## src/rtl/core/amm_swap_quote_top_assert.svh

```systemverilog
`ifndef AMM_SWAP_QUOTE_TOP_ASSERT_SVH
`define AMM_SWAP_QUOTE_TOP_ASSERT_SVH

// Both macros expect clk and rst_n to be visible where they are used.
`define ASQ_ASSERT_NOW(label, ante, cons) \
    label: assert property (@(posedge clk) disable iff (!rst_n) (ante) |-> (cons)) \
        else $error("amm_swap_quote assertion failed");

`define ASQ_ASSERT_NEXT(label, ante, cons) \
    label: assert property (@(posedge clk) disable iff (!rst_n) (ante) |=> (cons)) \
        else $error("amm_swap_quote assertion failed");

`endif

```

## src/rtl/core/asq_pkg.sv

```systemverilog
`default_nettype none

package asq_pkg;

    localparam logic [2:0] OpOut   = 3'd0;
    localparam logic [2:0] OpIn    = 3'd1;
    localparam logic [2:0] OpEff   = 3'd2;
    localparam logic [2:0] OpCheck = 3'd3;
    localparam logic [2:0] OpSpot  = 3'd4;

    localparam logic [13:0] BpsFull  = 14'd10000;
    localparam logic [13:0] FeeReset = 14'd30;
    localparam logic [63:0] PriceOne = 64'h0DE0B6B3A7640000;

    localparam int QuoW = 128;

    typedef struct packed {
        logic [2:0]  op;
        logic        ok;
        logic        passed;
        logic [63:0] ain;
    } sb1_t;

    typedef struct packed {
        logic        is_eff;
        logic        inner;
        logic [63:0] amount;
        logic        passed;
        logic        ovf;
    } sb2_t;

endpackage

`default_nettype wire

```

## src/rtl/core/asq_mid.sv

```systemverilog
`default_nettype none

module asq_mid import asq_pkg::*; (
    input  logic          clk,
    input  logic          rst_n,
    input  logic          adv,
    input  logic          in_valid,
    input  logic [127:0]  quo,
    input  sb1_t          side,
    output logic          mid_valid,
    output logic [127:0]  num,
    output logic [127:0]  den,
    output sb2_t          result
);

    logic [63:0]  lo;
    logic         hi_nz;
    sb2_t         res_next;

    always_comb
    begin
        lo       = quo[63:0];
        hi_nz    = |quo[127:64];
        res_next = '0;
        case (side.op)
            OpOut, OpSpot:
            begin
                if (side.ok)
                begin
                    res_next.amount = lo;
                    res_next.ovf    = hi_nz;
                end
            end
            OpIn:
            begin
                if (side.ok)
                begin
                    res_next.amount = lo + 64'd1;
                    res_next.ovf    = hi_nz || (&lo);
                end
            end
            OpCheck:
            begin
                res_next.passed = side.passed;
            end
            OpEff:
            begin
                res_next.is_eff = side.ok && (lo != 64'd0);
                res_next.inner  = hi_nz;
            end
            default:
            begin
                res_next = '0;
            end
        endcase
    end

    logic         m1_v_reg;
    sb2_t         m1_res_reg;
    logic [63:0]  m1_ain_reg;
    logic [63:0]  m1_pp_reg [4];

    logic [127:0] num_next;

    logic         m2_v_reg;
    sb2_t         m2_res_reg;
    logic [63:0]  m2_ain_reg;
    logic [127:0] m2_num_reg;

    always_comb
    begin
        num_next = {64'd0, m1_pp_reg[0]} + ({64'd0, m1_pp_reg[1]} << 32)
                   + ({64'd0, m1_pp_reg[2]} << 32) + {m1_pp_reg[3], 64'd0};
    end

    always_ff @(posedge clk or negedge rst_n)
    begin
        if (!rst_n)
        begin
            m1_v_reg <= 1'b0;
            m2_v_reg <= 1'b0;
        end
        else if (adv)
        begin
            m1_v_reg <= in_valid;
            m2_v_reg <= m1_v_reg;
        end
    end

    always_ff @(posedge clk)
    begin
        if (adv)
        begin
            m1_res_reg   <= res_next;
            m1_ain_reg   <= side.ain;
            m1_pp_reg[0] <= lo[31:0] * PriceOne[31:0];
            m1_pp_reg[1] <= lo[31:0] * PriceOne[63:32];
            m1_pp_reg[2] <= lo[63:32] * PriceOne[31:0];
            m1_pp_reg[3] <= lo[63:32] * PriceOne[63:32];

            m2_res_reg   <= m1_res_reg;
            m2_ain_reg   <= m1_ain_reg;
            m2_num_reg   <= num_next;
        end
    end

    assign mid_valid = m2_v_reg;
    assign num       = m2_num_reg;
    assign den       = {64'd0, m2_ain_reg};
    assign result    = m2_res_reg;

endmodule

`default_nettype wire

```

## config.mk

```make
export PLATFORM = sky130hd
export DESIGN_NAME = asq_mid
export DESIGN_NICKNAME = d
export VERILOG_FILES = /design/src/rtl/core/amm_swap_quote_top_assert.svh /design/src/rtl/core/asq_pkg.sv /design/src/rtl/core/asq_mid.sv
export SDC_FILE = /design/constraint.sdc
export NUM_CORES = 2
export LEC_CHECK = 0
export ABC_AREA = 1
export BUFFER_PORTS_ARGS = -buffer_cell sky130_fd_sc_hd__clkbuf_2
export CAP_MARGIN = 15
export CORE_MARGIN = 2
export CORE_UTILIZATION = 50
export CTS_BUF_LIST = sky130_fd_sc_hd__clkbuf_2
export CTS_CLUSTER_SIZE = 10
export DETAILED_ROUTE_END_ITERATION = 6
export GPL_TIMING_DRIVEN = 0
export PLACE_DENSITY = 0.68
export REMOVE_ABC_BUFFERS = 1
export SYNTH_ARGS = -nofsm -noshare
export SYNTH_HDL_FRONTEND = slang
export SYNTH_SLANG_ARGS = --single-unit
export TNS_END_PERCENT = 30
```

## constraint.sdc

```tcl
create_clock -name clk -period 3.69 [get_ports clk]
set_input_delay 0.369 -clock clk [delete_from_list [all_inputs] [get_ports clk]]
set_output_delay 0.369 -clock clk [all_outputs]
set_load 0.005 [all_outputs]
```

==> results by group <==
Outcome
  • Status: finished with violations
  • Failing checks: design-rule violations, negative setup slack

Critical path
  • Worst endpoint required time: 4930 ps
  • CP startpoint kind: input pin
  • CP max-delay cell: fa_1
  • Cells along the critical path: clkbuf_16 > clkinvlp_4 > buf_4 > fa_1 > inv_1 > ha_1 > fa_1 > fa_1 > fa_2 > fa_1 > inv_1 > fa_1 > inv_1 > ha_4 > nand2_2 > nor2_4 > inv_2 > nor2_4 > inv_2 > nor4_2 > nand2_1 > nand4_1 > nand2_2
  • Crit end category: register
  • Worst EP arrival: 6030 ps
  • Slowest stage delay, CP: 550 ps
  • CP Class: in -> reg
  • Cell mode on critical path: fa_1
  • Max FO, Critical Path: 13

Layout
  • Max reg flops: 210
  • Share of post-route cells with drive strength above 1: 21.6%
  • Number of nets in the layout: 12,945
  • Post-route cell area: 103,000 sq um
  • Most frequent cells in the layout: 2,185 x inv_1, 1,581 x nand2_1, 1,061 x fa_1
  • Layout area overhead: 27.7%
  • Most common library cell in the layout ignoring fill and taps: inv_1

Clocking
  • CTS Root Cell: clkbuf_2
  • CTS H-tree lvls: 4
  • Worst skew pair latency: 1610 ps
  • Worst-path clk slew: 90 ps
  • Num Clock Sinks: 583
  • Total clock buffers created by CTS: 156
  • CTS tree: done
  • Longest Clk Path Bufs: 3

Timing
  • TNS Setup: -95,460 ps
  • Final hold viol count: 0
  • Fin crit period: 4800 ps
  • Max Freq: 0.208 GHz
  • Clock Skew: 164 ps
  • Relative slew margins: 15.7%
  • Worst-Margin Slew: 1260 ps
  • Fin crit share: 130%
  • Fin. max-slew vios: 0
  • RSZ-0062 raised after global routing: yes
  • Setup WS post-layout: -1110 ps
  • Endpoints failing setup: 163

Drt
  • Drt first pass iters: 7
  • DRC: 3
  • Avg WL per Cell: 25.6 microns
  • DR vias: 69,962
  • Detail Route Antenna Nets: 0
  • Overall routed net length: 330 mm
  • Starting DRC count in detailed routing: 6,830
  • Drt via density: 5.44

Hold path
  • Hold crit path type: in -> reg

Logic synthesis
  • Synth async-reset ratio: 0.343%
  • Sequential area share after synthesis: 21.7%
  • Post-synth cell types: 57
  • Warnings from Yosys: 0
  • Cells after Synth: 9,125
  • Ys flop type: edfxtp_1
  • Post-synthesis sequential element count: 583
  • Post-synth EDFFs: 581
  • Cell area after synthesis: 80,800 sq um
  • Avg Cell Area, Syn: 8.85 sq um

Die
  • CORE AREA: 161,000 sq um
  • Num ports: 526
  • Row Count: 147
  • Die area: 165,000 sq um
  • Die span in y: 406 microns
  • Die X: 406 microns
  • Initial core utilization: 50.3%

Place
  • Placed cell area: 85,400 sq um
  • Final GP Congestion: 1.06
  • Hpwl dp: 263 mm
  • Port-buffer cells: 440

GRT
  • Vias in the first global route: 71,437
  • Initial antenna violation count: 10
  • GRT overflow: 0
  • First-pass GRT wire length: 470 mm
  • Pin count of the biggest net entering global routing: 124
  • GRT Overall Usage: 40.0%

Run
  • Max_cap viols: 0
Yosys cell counts, types with 9 or more instances:
cell	count	area, sq um
inv_1	2366	8880
o21ai_0	199	996
xnor2_1	46	403
edfxtp_1	581	17400
nor2_2	9	56.3
nand2_1	1832	6880
a21o_1	15	113
o21bai_1	22	165
a311oi_1	12	105
a21oi_1	338	1690
nand3b_1	9	67.6
a31oi_1	17	106
ha_1	1002	12500
o21a_1	18	135
nor3_1	70	350
nand4_1	127	795
xor2_1	170	1490
nand2_2	10	62.6
fa_1	1147	23000
o21ai_1	11	55.1
or2_2	16	100
nor4_1	28	175
nor2_1	573	2150
buf_4	87	653
nand3_1	313	1570
a22oi_1	10	75.1
logic make-up after synthesis:
family	share of synthesized area [%]
flops	21.7
compound gates	4.52
simple gates	15.6
xor+xnor	2.34
other cells	0.00464
buf+inv	11.9
fa+ha+maj	44.0
critical path, delay by kind of cell:
family	cells	cell delay, ps
AND/OR/NAND/NOR	7	930
buffers and inverters	8	940
adder cells (fa/ha/maj)	8	3750
routing by layer:
layer	share of wire (%)	up-vias	track usage (%)	wire, microns
li1	-	31133	-	-
met1	41	34311	52.8	134000
met2	43	3727	60.1	141000
met3	11	783	13.0	37100
met4	5.1	8	17.7	16800
met5	0.12	-	0.178	405
timing repair:
action / 4_1_cts / 5_1_grt
resized for setup: 1138 / 826
setup buffers: 238 / 122
endpoints found under the setup margin: 169 / 207
hold buffers: 525 / 4
pin swaps: 214 / 335
cloned: 1 / 0
endpoints found under the hold margin: 553 / 3
worst paths after layout:
check,from,to,slack (ps),depth (start not counted)
min in group asynchronous,rst_n,m1_v_reg,340,4
min,quo[33],m1_pp_reg[3][1],160,4
max in group asynchronous,rst_n,mid_valid,3220,4
max reg2reg,m1_pp_reg[2][19],num[101],140,13
min reg2reg,m1_res_reg[38],result[38],380,0
max,quo[41],m1_pp_reg[3][51],-1110,23
metrics by stage:
stage	instances	setup WS, ps	util (%)	hold slack (ps)
floorplan	9105	-1820	-	73.4
global placement	11705	-8010	53.1	154
detailed placement	11711	-4380	53.2	156
CTS	12746	-723	61.7	-990
global route	12870	-1080	64.2	34.0
finish	12871	-1110	64.2	164
final cells by class:
type | instances | area [sq um]
clock buffers | 209 | 1050
inverters | 2374 | 9170
well taps | 2160 | 2700
diodes | 3 | 7.51
fillers | 13385 | 57500
flip-flops and latches | 583 | 17500
clock inverters | 62 | 408
repair buffers | 1332 | 11900
multi-input cells | 6148 | 60400
Power is not shown: default switching activity piles up to over one toggle a cycle in this logic, so the estimate is an artifact.
